`config.mk`:
```
export PLATFORM = sky130hd
export DESIGN_NAME = md5_message_digest_core
export DESIGN_NICKNAME = d
export VERILOG_FILES = /design/src/rtl/md5_pkg.sv /design/src/rtl/md5_round.sv /design/src/rtl/md5_message_digest_core.sv
export SDC_FILE = /design/constraint.sdc
export NUM_CORES = 2
export LEC_CHECK = 0
export BUFFER_PORTS_ARGS = -buffer_cell sky130_fd_sc_hd__buf_4
export CORE_ASPECT_RATIO = 1.2
export CORE_MARGIN = 2
export CORE_UTILIZATION = 30
export CTS_CLUSTER_DIAMETER = 60
export CTS_CLUSTER_SIZE = 8
export DETAILED_ROUTE_END_ITERATION = 8
export GPL_ROUTABILITY_DRIVEN = 0
export PLACE_DENSITY = 0.5
export REMOVE_ABC_BUFFERS = 1
export SYNTH_ARGS = -nofsm -noshare
export SYNTH_HDL_FRONTEND = slang
export SYNTH_SLANG_ARGS = --single-unit
export TNS_END_PERCENT = 50
```
`constraint.sdc`:
```
create_clock -name clk -period 9.05 [get_ports clk]
set_input_delay 0.905 -clock clk [delete_from_list [all_inputs] [get_ports clk]]
set_output_delay 0.905 -clock clk [all_outputs]
set_load 0.02 [all_outputs]
```
`src/rtl/md5_pkg.sv`:
```
// Package for the MD5 digest core: sequencer states, word types and round tables.
// No dependencies; imported by md5_round and md5_message_digest_core.
`timescale 1ns / 1ps

package md5_pkg;

  typedef logic [3:0][31:0] word4_t;

  typedef enum logic [2:0] {
    S_IDLE,
    S_ROUND,
    S_ADD,
    S_PAD,
    S_OUT0,
    S_OUT1
  } state_t;

  localparam logic [31:0] INIT_A = 32'h67452301;
  localparam logic [31:0] INIT_B = 32'hefcdab89;
  localparam logic [31:0] INIT_C = 32'h98badcfe;
  localparam logic [31:0] INIT_D = 32'h10325476;

  localparam logic [7:0] PAD_MARK  = 8'h80;
  localparam logic [5:0] LEN_POS   = 6'd56;
  localparam logic [5:0] LAST_POS  = 6'd63;
  localparam logic [5:0] LAST_RND  = 6'd63;
  localparam logic [3:0] LEN_LO_W  = 4'd14;
  localparam logic [3:0] LEN_HI_W  = 4'd15;

  function automatic logic [31:0] round_k(input logic [5:0] i);
    logic [31:0] k;
    unique case (i)
      6'd0:  k = 32'hd76aa478; 6'd1:  k = 32'he8c7b756;
      6'd2:  k = 32'h242070db; 6'd3:  k = 32'hc1bdceee;
      6'd4:  k = 32'hf57c0faf; 6'd5:  k = 32'h4787c62a;
      6'd6:  k = 32'ha8304613; 6'd7:  k = 32'hfd469501;
      6'd8:  k = 32'h698098d8; 6'd9:  k = 32'h8b44f7af;
      6'd10: k = 32'hffff5bb1; 6'd11: k = 32'h895cd7be;
      6'd12: k = 32'h6b901122; 6'd13: k = 32'hfd987193;
      6'd14: k = 32'ha679438e; 6'd15: k = 32'h49b40821;
      6'd16: k = 32'hf61e2562; 6'd17: k = 32'hc040b340;
      6'd18: k = 32'h265e5a51; 6'd19: k = 32'he9b6c7aa;
      6'd20: k = 32'hd62f105d; 6'd21: k = 32'h02441453;
      6'd22: k = 32'hd8a1e681; 6'd23: k = 32'he7d3fbc8;
      6'd24: k = 32'h21e1cde6; 6'd25: k = 32'hc33707d6;
      6'd26: k = 32'hf4d50d87; 6'd27: k = 32'h455a14ed;
      6'd28: k = 32'ha9e3e905; 6'd29: k = 32'hfcefa3f8;
      6'd30: k = 32'h676f02d9; 6'd31: k = 32'h8d2a4c8a;
      6'd32: k = 32'hfffa3942; 6'd33: k = 32'h8771f681;
      6'd34: k = 32'h6d9d6122; 6'd35: k = 32'hfde5380c;
      6'd36: k = 32'ha4beea44; 6'd37: k = 32'h4bdecfa9;
      6'd38: k = 32'hf6bb4b60; 6'd39: k = 32'hbebfbc70;
      6'd40: k = 32'h289b7ec6; 6'd41: k = 32'heaa127fa;
      6'd42: k = 32'hd4ef3085; 6'd43: k = 32'h04881d05;
      6'd44: k = 32'hd9d4d039; 6'd45: k = 32'he6db99e5;
      6'd46: k = 32'h1fa27cf8; 6'd47: k = 32'hc4ac5665;
      6'd48: k = 32'hf4292244; 6'd49: k = 32'h432aff97;
      6'd50: k = 32'hab9423a7; 6'd51: k = 32'hfc93a039;
      6'd52: k = 32'h655b59c3; 6'd53: k = 32'h8f0ccc92;
      6'd54: k = 32'hffeff47d; 6'd55: k = 32'h85845dd1;
      6'd56: k = 32'h6fa87e4f; 6'd57: k = 32'hfe2ce6e0;
      6'd58: k = 32'ha3014314; 6'd59: k = 32'h4e0811a1;
      6'd60: k = 32'hf7537e82; 6'd61: k = 32'hbd3af235;
      6'd62: k = 32'h2ad7d2bb; 6'd63: k = 32'heb86d391;
      default: k = 32'h0;
    endcase
    return k;
  endfunction

  // rotate amount depends on the quarter and the round number mod 4
  function automatic logic [4:0] rot_amt(input logic [5:0] i);
    logic [4:0] r;
    unique case ({i[5:4], i[1:0]})
      4'd0:  r = 5'd7;  4'd1:  r = 5'd12; 4'd2:  r = 5'd17; 4'd3:  r = 5'd22;
      4'd4:  r = 5'd5;  4'd5:  r = 5'd9;  4'd6:  r = 5'd14; 4'd7:  r = 5'd20;
      4'd8:  r = 5'd4;  4'd9:  r = 5'd11; 4'd10: r = 5'd16; 4'd11: r = 5'd23;
      4'd12: r = 5'd6;  4'd13: r = 5'd10; 4'd14: r = 5'd15; 4'd15: r = 5'd21;
      default: r = 5'd0;
    endcase
    return r;
  endfunction

  // message word used by round i
  function automatic logic [3:0] msg_index(input logic [5:0] i);
    logic [3:0] n;
    logic [3:0] g;
    n = i[3:0];
    unique case (i[5:4])
      2'd0: g = n;
      2'd1: g = 4'(n * 4'd5 + 4'd1);
      2'd2: g = 4'(n * 4'd3 + 4'd5);
      2'd3: g = 4'(n * 4'd7);
      default: g = n;
    endcase
    return g;
  endfunction

  function automatic logic [31:0] bswap32(input logic [31:0] x);
    return {x[7:0], x[15:8], x[23:16], x[31:24]};
  endfunction

endpackage

```
`src/rtl/md5_round.sv`:
```
// One MD5 round step: boolean function, four-way add, rotate and word shuffle.
// Uses md5_pkg for word4_t and the round constant and rotate tables.
`timescale 1ns / 1ps

module md5_round
  import md5_pkg::*;
(
  input  logic [5:0]  idx,
  input  word4_t      words_in,
  input  logic [31:0] msg_word,
  output word4_t      words_out
);

  logic [31:0] a, b, c, d;
  logic [31:0] f;
  logic [31:0] sum;
  logic [63:0] dbl;
  logic [31:0] rot;

  assign a = words_in[0];
  assign b = words_in[1];
  assign c = words_in[2];
  assign d = words_in[3];

  always_comb begin
    unique case (idx[5:4])
      2'd0: f = (b & c) | (~b & d);
      2'd1: f = (d & b) | (~d & c);
      2'd2: f = b ^ c ^ d;
      2'd3: f = c ^ (b | ~d);
      default: f = b ^ c ^ d;
    endcase
  end

  assign sum = f + a + round_k(idx) + msg_word;
  // rotate left through a doubled word
  assign dbl = {sum, sum} << rot_amt(idx);
  assign rot = dbl[63:32];

  assign words_out[0] = d;
  assign words_out[1] = b + rot;
  assign words_out[2] = b;
  assign words_out[3] = c;

endmodule

```
`src/rtl/md5_message_digest_core.sv`:
```
// MD5 digest core top level: byte collection, padding sequencer and chaining.
// Depends on md5_pkg and md5_round.
`timescale 1ns / 1ps

// Message bytes arrive one per input transaction, low byte of each word first. A byte that
// does not complete a 64-byte block is taken without holding off the input. The byte that
// completes a block is taken, and input is then held off while the block runs 64 rounds
// through the single shared round unit, one per cycle, and is added into the chaining words.
// An end-of-message transaction starts padding, which writes one pad byte per cycle up to
// byte 56 of the block (crossing into an extra block when fewer than nine bytes were free),
// then loads the bit length and runs the last block. The digest leaves as two 64-bit output
// transactions, first half first; no input is taken until both have gone, after which the
// core is back in its reset state for the next message.
module md5_message_digest_core
  import md5_pkg::*;
(
  input  logic        clk,
  input  logic        rst,
  input  logic        in_valid,
  output logic        in_ready,
  input  logic [7:0]  data_byte,
  input  logic        has_byte,
  input  logic        end_of_message,
  output logic        out_valid,
  input  logic        out_ready,
  output logic [63:0] digest_half,
  output logic        is_last
);

  state_t      state, state_next;
  logic [5:0]  round_idx;
  word4_t      chain_words;
  word4_t      round_words;
  word4_t      round_out;
  logic [31:0] block_words [16];
  logic [5:0]  count;
  logic [63:0] bit_len;
  logic        finishing;
  logic        final_block;
  logic        pad_80;

  logic        in_take;
  logic        wr_en;
  logic [7:0]  wr_byte;
  logic        len_wr;
  logic        round_start;
  logic        done;

  md5_round u_round (
    .idx       (round_idx),
    .words_in  (round_words),
    .msg_word  (block_words[msg_index(round_idx)]),
    .words_out (round_out)
  );

  assign in_take     = in_valid && in_ready;
  assign round_start = (state_next == S_ROUND) && (state != S_ROUND);
  assign done        = (state == S_OUT1) && out_ready;

  // outputs of the sequencer
  always_comb begin
    in_ready  = (state == S_IDLE);
    out_valid = (state == S_OUT0) || (state == S_OUT1);
    is_last   = (state == S_OUT1);
    wr_en     = 1'b0;
    wr_byte   = data_byte;
    len_wr    = 1'b0;
    unique case (state)
      S_IDLE: wr_en = in_valid && has_byte;
      S_PAD: begin
        len_wr  = pad_80 && (count == LEN_POS);
        wr_en   = !len_wr;
        wr_byte = pad_80 ? 8'h00 : PAD_MARK;
      end
      default: ;
    endcase
  end

  always_comb begin
    state_next = state;
    unique case (state)
      S_IDLE: begin
        if (in_valid) begin
          if (has_byte && count == LAST_POS) state_next = S_ROUND;
          else if (end_of_message)           state_next = S_PAD;
        end
      end
      S_ROUND: if (round_idx == LAST_RND) state_next = S_ADD;
      S_ADD: begin
        if (!finishing)      state_next = S_IDLE;
        else if (final_block) state_next = S_OUT0;
        else                 state_next = S_PAD;
      end
      S_PAD: if (len_wr || count == LAST_POS) state_next = S_ROUND;
      S_OUT0: if (out_ready) state_next = S_OUT1;
      S_OUT1: if (out_ready) state_next = S_IDLE;
      default: state_next = S_IDLE;
    endcase
  end

  always_ff @(posedge clk) begin
    if (rst || done) begin
      state       <= S_IDLE;
      chain_words <= {INIT_D, INIT_C, INIT_B, INIT_A};
      round_words <= '0;
      round_idx   <= '0;
      count       <= '0;
      bit_len     <= '0;
      finishing   <= 1'b0;
      final_block <= 1'b0;
      pad_80      <= 1'b0;
    end else begin
      state <= state_next;
      if (wr_en) count <= count + 6'd1;
      if (in_take && has_byte) bit_len <= bit_len + 64'd8;
      if (in_take && end_of_message) finishing <= 1'b1;
      if (state == S_PAD && wr_en) pad_80 <= 1'b1;
      if (len_wr) final_block <= 1'b1;
      if (round_start) begin
        round_words <= chain_words;
        round_idx   <= '0;
      end else if (state == S_ROUND) begin
        round_words <= round_out;
        round_idx   <= round_idx + 6'd1;
      end
      if (state == S_ADD) begin
        for (int i = 0; i < 4; i++) chain_words[i] <= chain_words[i] + round_words[i];
      end
    end
  end

  // block store: a byte in lane 0 clears the rest of its word
  always_ff @(posedge clk) begin
    if (wr_en) begin
      if (count[1:0] == 2'd0) block_words[count[5:2]] <= {24'h0, wr_byte};
      else block_words[count[5:2]][{count[1:0], 3'b000} +: 8] <= wr_byte;
    end
    if (len_wr) begin
      block_words[LEN_LO_W] <= bit_len[31:0];
      block_words[LEN_HI_W] <= bit_len[63:32];
    end
  end

  assign digest_half = (state == S_OUT1)
                     ? {bswap32(chain_words[2]), bswap32(chain_words[3])}
                     : {bswap32(chain_words[0]), bswap32(chain_words[1])};

  a_ready_excl: assert property (@(posedge clk) disable iff (rst)
    !(in_ready && out_valid))
    else $error("input taken while digest pending");

  a_round_start: assert property (@(posedge clk) disable iff (rst)
    round_start |=> (round_idx == 6'd0) && (state == S_ROUND))
    else $error("round counter not cleared at block start");

  a_round_end: assert property (@(posedge clk) disable iff (rst)
    (state == S_ROUND && round_idx == LAST_RND) |=> (state == S_ADD))
    else $error("block did not end after 64 rounds");

  a_len_pos: assert property (@(posedge clk) disable iff (rst)
    len_wr |-> (count == LEN_POS) && pad_80 && finishing)
    else $error("length written at wrong place");

  a_reset_state: assert property (@(posedge clk)
    rst |=> (count == 6'd0) && (chain_words[0] == INIT_A) && (bit_len == 64'd0))
    else $error("reset state wrong");

endmodule
```
# Word-level counts from Yosys, hierarchy flattened
# Memories as Yosys holds them, arrays and structs flattened. A register that Yosys moved wholly into a read port is not among the register bits.
# Index checks and enable logic that the tools add are counted.
classes:
  addsub: 14
  n_shift: 3
  mux: 66
  n_mul: 3
  n_reduce_logical: 19
  n_lt_le_gt_ge: 0
  n_bitwise: 44
  eq_ne: 13
  div_mod_pow: 0
op_table:
  columns: ["cell", "count"]
  rows:
  - ["$add 32x32->32", 8]
  - ["$mux 128", 2]
  - ["$and 32x32->32", 4]
  - ["$pmux 32 s4", 1]
  - ["$mux 32", 3]
  - ["$or 32x32->32", 3]
  - ["$xor 32x32->32", 3]
  - ["$add 64x4->64 const B", 1]
  - ["$mux 64", 1]
  - ["$not 32->32", 2]
  - ["$shl 64x5->64", 1]
  - ["$mux 1", 40]
  - ["$or 1x1->1", 32]
  - ["$reduce_or 32->1", 1]
  - ["$shift 8x7->32 const A", 1]
  - ["$shiftx 8x7->32", 1]
  - ["$mux 3", 9]
  - ["$eq 6x6->1 const B", 3]
  - ["$pmux 3 s6", 1]
  - ["$mux 8", 2]
  - ["$pmux 4 s4", 1]
  - ["$add 6x1->6 const B", 2]
  - ["$mux 4", 3]
  - ["$mux 6", 2]
  - ["other kinds (19)", 35]
totals:
  output_inout_bits: 67
  elab_cells: 180
  latchBits: 0
  mem_bits_rw: 512
  mem_count: 3
  rom_bits: 2128
  register_bits: 338
memory_table:
  columns: ["memory", "words", "width", "rd", "rd_clocked_by_memory_dff", "write_ports", "line", "rtl"]
  rows:
  - ["(name not given)", 64, 32, 1, 1, 0, "md5_pkg.sv:32", "unique case (i)"]
  - ["block_words", 16, 32, 1, 0, 2, "md5_message_digest_core.sv:35", "logic [31:0] block_words [16];"]
  - ["(name not given)", 16, 5, 1, 1, 0, "md5_pkg.sv:73", "unique case ({i[5:4], i[1:0]})"]

# Longest topological paths before layout
depth:
  word_depth: 11
  depth_mapped: 44

# Modules after synthesis
# Synthesis repeated with hierarchy kept, for this count alone.
unflattened:
  hier_cells: 5368
  hier_area_um2: 53472.5
by_module_without_submodules:
  columns: ["mod", "area_per_inst_um2", "instances", "cells_each"]
  rows:
  - ["md5_message_digest_core", 40684.0, 1, 3452]
  - ["md5_round", 12788.5, 1, 1916]

# Worst setup path after synthesis
# Ideal clock, no wire load.
synth_path:
  path_type: "reg2reg"
  start: "reg round_idx[1]"
  end: "reg round_words[60] (netlist bit)"
  slack_ns: -0.559
  arrival_time_ns: 9.464
  stages_incl_launch_ff: 43
  path_buffers: 2
  cell_sequence: "dfxtp_1 inv_1 ha_1 fa_1 xnor3_1 o21ai_1 a21oi_1 nor2_2 clkbuf_1 buf_1 mux2i_1 nor2_1 a21oi_1 fa_1 inv_1 ha_1 inv_1 fa_1 (+7 left out) xor2_1 mux2_2 mux4_2 a21oi_1 mux2i_1 fa_1 a21o_1 a21oi_1 o21bai_1 a31oi_1 o221ai_1 o2111ai_1 o211ai_1 a2111oi_0 o31ai_1 a2111oi_0 a41o_1 a2111oi_0"
synth_via:
  elab_chain_len: 9
  elab_cells_between_ends: 18
  cone_classes: "4 x add/sub; 3 x mul; 2 x eq/ne; 1 x shift; 5 x mux; 2 x reduce/logical; 1 x memory"
synth_lines:
  columns: ["element", "line", "rtl"]
  rows:
  - ["start: declaration", "md5_message_digest_core.sv:31", "logic [5:0] round_idx;"]
  - ["start signal: assignment", "md5_message_digest_core.sv:124", "round_idx <= round_idx + 6'd1;"]
  - ["$mul 4x2->4 or $mul 4x3->4 (tied branches)", "md5_pkg.sv:91, md5_pkg.sv:90", null]
  - ["$add 4x3->4 or $add 4x1->4 (tied branches)", "md5_pkg.sv:91, md5_pkg.sv:90", null]
  - ["$pmux 4 s4", "md5_pkg.sv:88", "unique case (i[5:4])"]
  - ["$mem_v2 16x32", null, null]
  - ["$add 32x32->32", "md5_round.sv:35", "assign sum = f + a + round_k(idx) + msg_word;"]
  - ["$shl 64x5->64", "md5_round.sv:37", "assign dbl = {sum, sum} << rot_amt(idx);"]
  - ["$add 32x32->32", "md5_round.sv:41", "assign words_out[1] = b + rot;"]
  - ["$mux 128", "md5_message_digest_core.sv:122", "end else if (state == S_ROUND) begin"]
  - ["$mux 128", "md5_message_digest_core.sv:119", "if (round_start) begin"]
  - ["end signal: assignment", "md5_message_digest_core.sv:120", "round_words <= chain_words;"]
  - ["end signal: assignment", "md5_message_digest_core.sv:123", "round_words <= round_out;"]
  - ["end: declaration", "md5_message_digest_core.sv:33", "word4_t round_words;"]
# Several ways; a longest one is shown, not always the timed one. The select of a mux whose other input is x is not followed.
# A chain may end at the register's enable or synchronous reset.

# Final worst setup path
# Ends and elaborated chain as after synthesis.

==> metrics.md <==
| Metric | Value |
|---|---|
| Run status | `complete, but fails checks` |
| Failing checks | `setup timing` |
| Fill cells | `17800` |
| Commonest cells after routing, fill and taps aside | `nand2_1, buf_4, nor2_1` |
| Adder-Cell Fraction of Synth Area | `0.0765` |
| Mapped Avg Cell Area | `9.66 sq um` |
| First-pass GRT wire length | `272000 um` |
| Routed len/inst | `21.6 um` |
| Post-synthesis compound-gate area fraction | `0.173` |
| Maximum vdd drop | `0.219 mV` |
| Static Leak | `26.5 nW` |
| Minimum clock period after layout | `9.17 ns` |
| Die area | `0.182 sq mm` |
| DRT iter0 DRCs | `4117` |
| CP Capture Point | `round_words[60]` |
| I/O Buffers | `80` |
| Clk buf depth | `3` |
| Worst skew pair latency | `0.77 ns` |
| Final Worst Setup Slack | `-0.122 ns` |
| Core area | `0.178 sq mm` |
| DRC viols | `0` |
| WHS | `0.439 ns` |
| Initial Util | `0.301` |
| Via/cell ratio | `5.31` |
| P&R area growth vs syn | `22.2%` |
| Layout cells sized above 1 | `0.197` |
| Slew @ Worst Pin | `1.26 ns` |
| Core Util, Final | `0.368` |
| Hold-fix buffers, CTS | `0` |
| Mapped Cells | `5558` |
| Distinct cells, synth | `88` |
| Startpoint Class | `flop` |
| Data required time at the worst endpoint | `9.67 ns` |
| Commonest non-fill, non-tap cell in the layout | `nand2_1` |
| Cell Pwr Density | `285 mW/mm^2` |
| Final period util | `1.01` |
| Pin count of the biggest net entering global routing | `94` |
| Clk Tree Root Cell | `clkbuf_16` |
| Cell Area, Synth | `0.0537 sq mm` |
| Die height | `467 um` |
| Highest clock rate | `109 MHz` |
| Crit path max fanout | `4` |
| Design area | `0.0656 sq mm` |
| Placed instance area | `0.0598 sq mm` |
| Post-Route WL | `182000 um` |
| Rel. slew slack | `0.159` |
| Boundary pin count | `81` |
| Reg2reg setup slack | `-0.12 ns` |
| Vias in the first global route | `43500` |
| H-tree levels | `4` |
| Xor/xnor share of the synthesized area | `0.0417` |
| Synth Area in Simple Gates | `0.136` |
| Worst setup path class | `flop to flop` |
| Sequential area share after synthesis | `0.424` |
| Total of max-cap violations | `0` |
| Clock Sinks | `884` |
| Clock Skews | `0.0308 ns` |
| Final net count | `6281` |
| Post-route ant nets | `0` |
| Ys async rst share | `0` |
| GRT Total Usage | `0.194` |
| Crit-path slowest cell | `mux4_2` |
| Post-synth EDFFs | `509` |
| Initial antenna violation count | `1` |
| Final number of hold-violating endpoints | `0` |
| Arrival @ worst endpoint | `9.79 ns` |
| CP peak stage delay | `0.51 ns` |
| Reg2Reg Capture Point | `round_words[60]` |
| Worst R2R Start | `round_idx[1]` |
| Worst Hold Class | `input port to flop` |
| Die Wd | `390 um` |
| Yosys warnings | `0` |
| Ys flop type | `edfxtp_1` |
| Row count | `170` |
| Worst setup EP type | `flop` |
| # setup viols final | `2` |
| CTS tree | `done` |
| Max-slew violation count | `0` |
| RSZ-0062 raised after global routing | `true` |
| Largest family of logic cells by synthesized area | `compound AO/OA/AOI/OAI gates` |
| Mux cell area share after synthesis | `0.107` |
| Clock slew at reported path FFs | `0.05 ns` |
| Via Count | `44500` |
| Reg2Reg Depth | `43` |
| Total overflow reported by the global router | `0` |
| Post-synthesis register bit count | `884` |
| DP Wirelength | `131000 um` |
| Critical path startpoint | `round_idx[1]` |
| CTS Buf Count | `138` |
| Drt first pass iters | `6` |
[flip-flops by register name, indices dropped and copies added (netlist names), named ones only]
register,count
state,3
block_words,512
round_idx,6
count,6
finishing,1
chain_words,128
pad_80,1
final_block,1
round_words,128
bit_len,61
[logic make-up (layout without fill, tap and decap cells)]
logic type               after synthesis  count (layout)
multiplexers                         395             395
XOR/XNOR                             252             252
AND/OR/NAND/NOR                     1698            1698
buffers and inverters                575            1082
flip-flops                           884             884
adder cells (fa/ha/maj)              287             287
AO/OA/AOI/OAI                       1467            1467
other                                  0               1
[routing by layer]
metal	GRT usage	vias to the layer above	wire length (um)
met3	0.0280	311	8710
met4	0.0600	0	5590
met2	0.336	1238	89400
met1	0.249	21800	77900
li1	-	21200	-
met5	0	-	0
[through the flow]
stage	instances	power, mW	TNS, ns	worst slack (ns)
2_1_floorplan	5226	9.44	-870.55	-13.13
4_1_cts	8358	18.2	-0.397	-0.208
3_3_place_gp	8109	12.8	-7.44	-1.11
5_1_grt	8387	19.8	-2.20	-0.466
6_report	8388	18.7	-0.230	-0.122
3_5_place_dp	8109	12.8	-9.02	-1.28
[area by class of cell]
class | instances | area [sq um] | share of cell area
multi-input cells | 4099 | 29800 | 0.454
clock buffers | 195 | 3770 | 0.0574
inverters | 243 | 915 | 0.0139
clock inverters | 30 | 407 | 0.00620
diodes | 1 | 2.50 | 0.0000381
well taps | 2322 | 2910 | 0.0443
repair buffers | 614 | 5000 | 0.0762
flip-flops and latches | 884 | 22800 | 0.347
[critical path, delay by kind of cell (launching register included)]
| kind | cells | cell delay, ns |
|---|---|---|
| compound gates | 21 | 4.06 |
| mux | 6 | 1.78 |
| flops | 1 | 0.35 |
| buf+inv | 8 | 0.93 |
| xor+xnor | 1 | 0.10 |
| fa+ha+maj | 5 | 1.60 |
| simple gates | 2 | 0.19 |
[how the worst min path moves through the flow]
stage,slack [ns],start,end,cells after the start
after detailed placement,0.48,block_words[14][1],block_words[14][1],2
after global placement,0.47,block_words[14][0],block_words[14][0],2
final,0.44,rst,chain_words[113],3
after floorplan,0.45,block_words[14][0],block_words[14][0],2
after global routing,0.43,rst,chain_words[113],3
after CTS,0.39,rst,chain_words[113],3
[repair_timing]
action,in CTS,in global routing
cloned,1,3
setup buffers,23,33
gates resized for setup,100,149
pin swaps,52,113
setup endpoints to repair,16,17
[report_power, final]
| group | leakage (nW) | internal (mW) | switching, mW |
|---|---|---|---|
| clock network | 2.01 | 2.94 | 1.96 |
| registers | 7.89 | 4.38 | 0.252 |
| logic | 16.6 | 4.53 | 4.63 |
[Yosys cell counts (all sizes together) (11+ instances only)]
cell type | n | area share
fa | 69 | 0.026
o21a | 31 | 0.0043
and2 | 20 | 0.0023
nand2 | 700 | 0.049
mux2i | 200 | 0.037
a211oi | 168 | 0.024
or2 | 20 | 0.0023
nand4 | 31 | 0.0036
a21oi | 474 | 0.044
xnor2 | 152 | 0.025
nand3b | 11 | 0.0015
clkbuf | 271 | 0.019
nor3 | 59 | 0.0056
nor2 | 578 | 0.040
and3 | 27 | 0.0031
a31oi | 45 | 0.0052
o211ai | 66 | 0.0092
xor2 | 98 | 0.016
buf | 61 | 0.0045
mux4 | 138 | 0.058
a21boi | 15 | 0.0021
o311ai | 14 | 0.0024
nor2b | 42 | 0.0049
mux2 | 57 | 0.012
o31ai | 13 | 0.0018
o21ai | 263 | 0.025
edfxtp | 509 | 0.28
o221ai | 19 | 0.0031
a211o | 13 | 0.0021
dfxtp | 375 | 0.14
and4 | 11 | 0.0018
o21bai | 23 | 0.0032
inv | 242 | 0.017
nand3 | 100 | 0.0093
a21o | 137 | 0.019
ha | 218 | 0.051
or3 | 25 | 0.0029
o22ai | 57 | 0.0066
a32oi | 30 | 0.0049
nand2b | 37 | 0.0043
(Power assumes the default switching activity.)
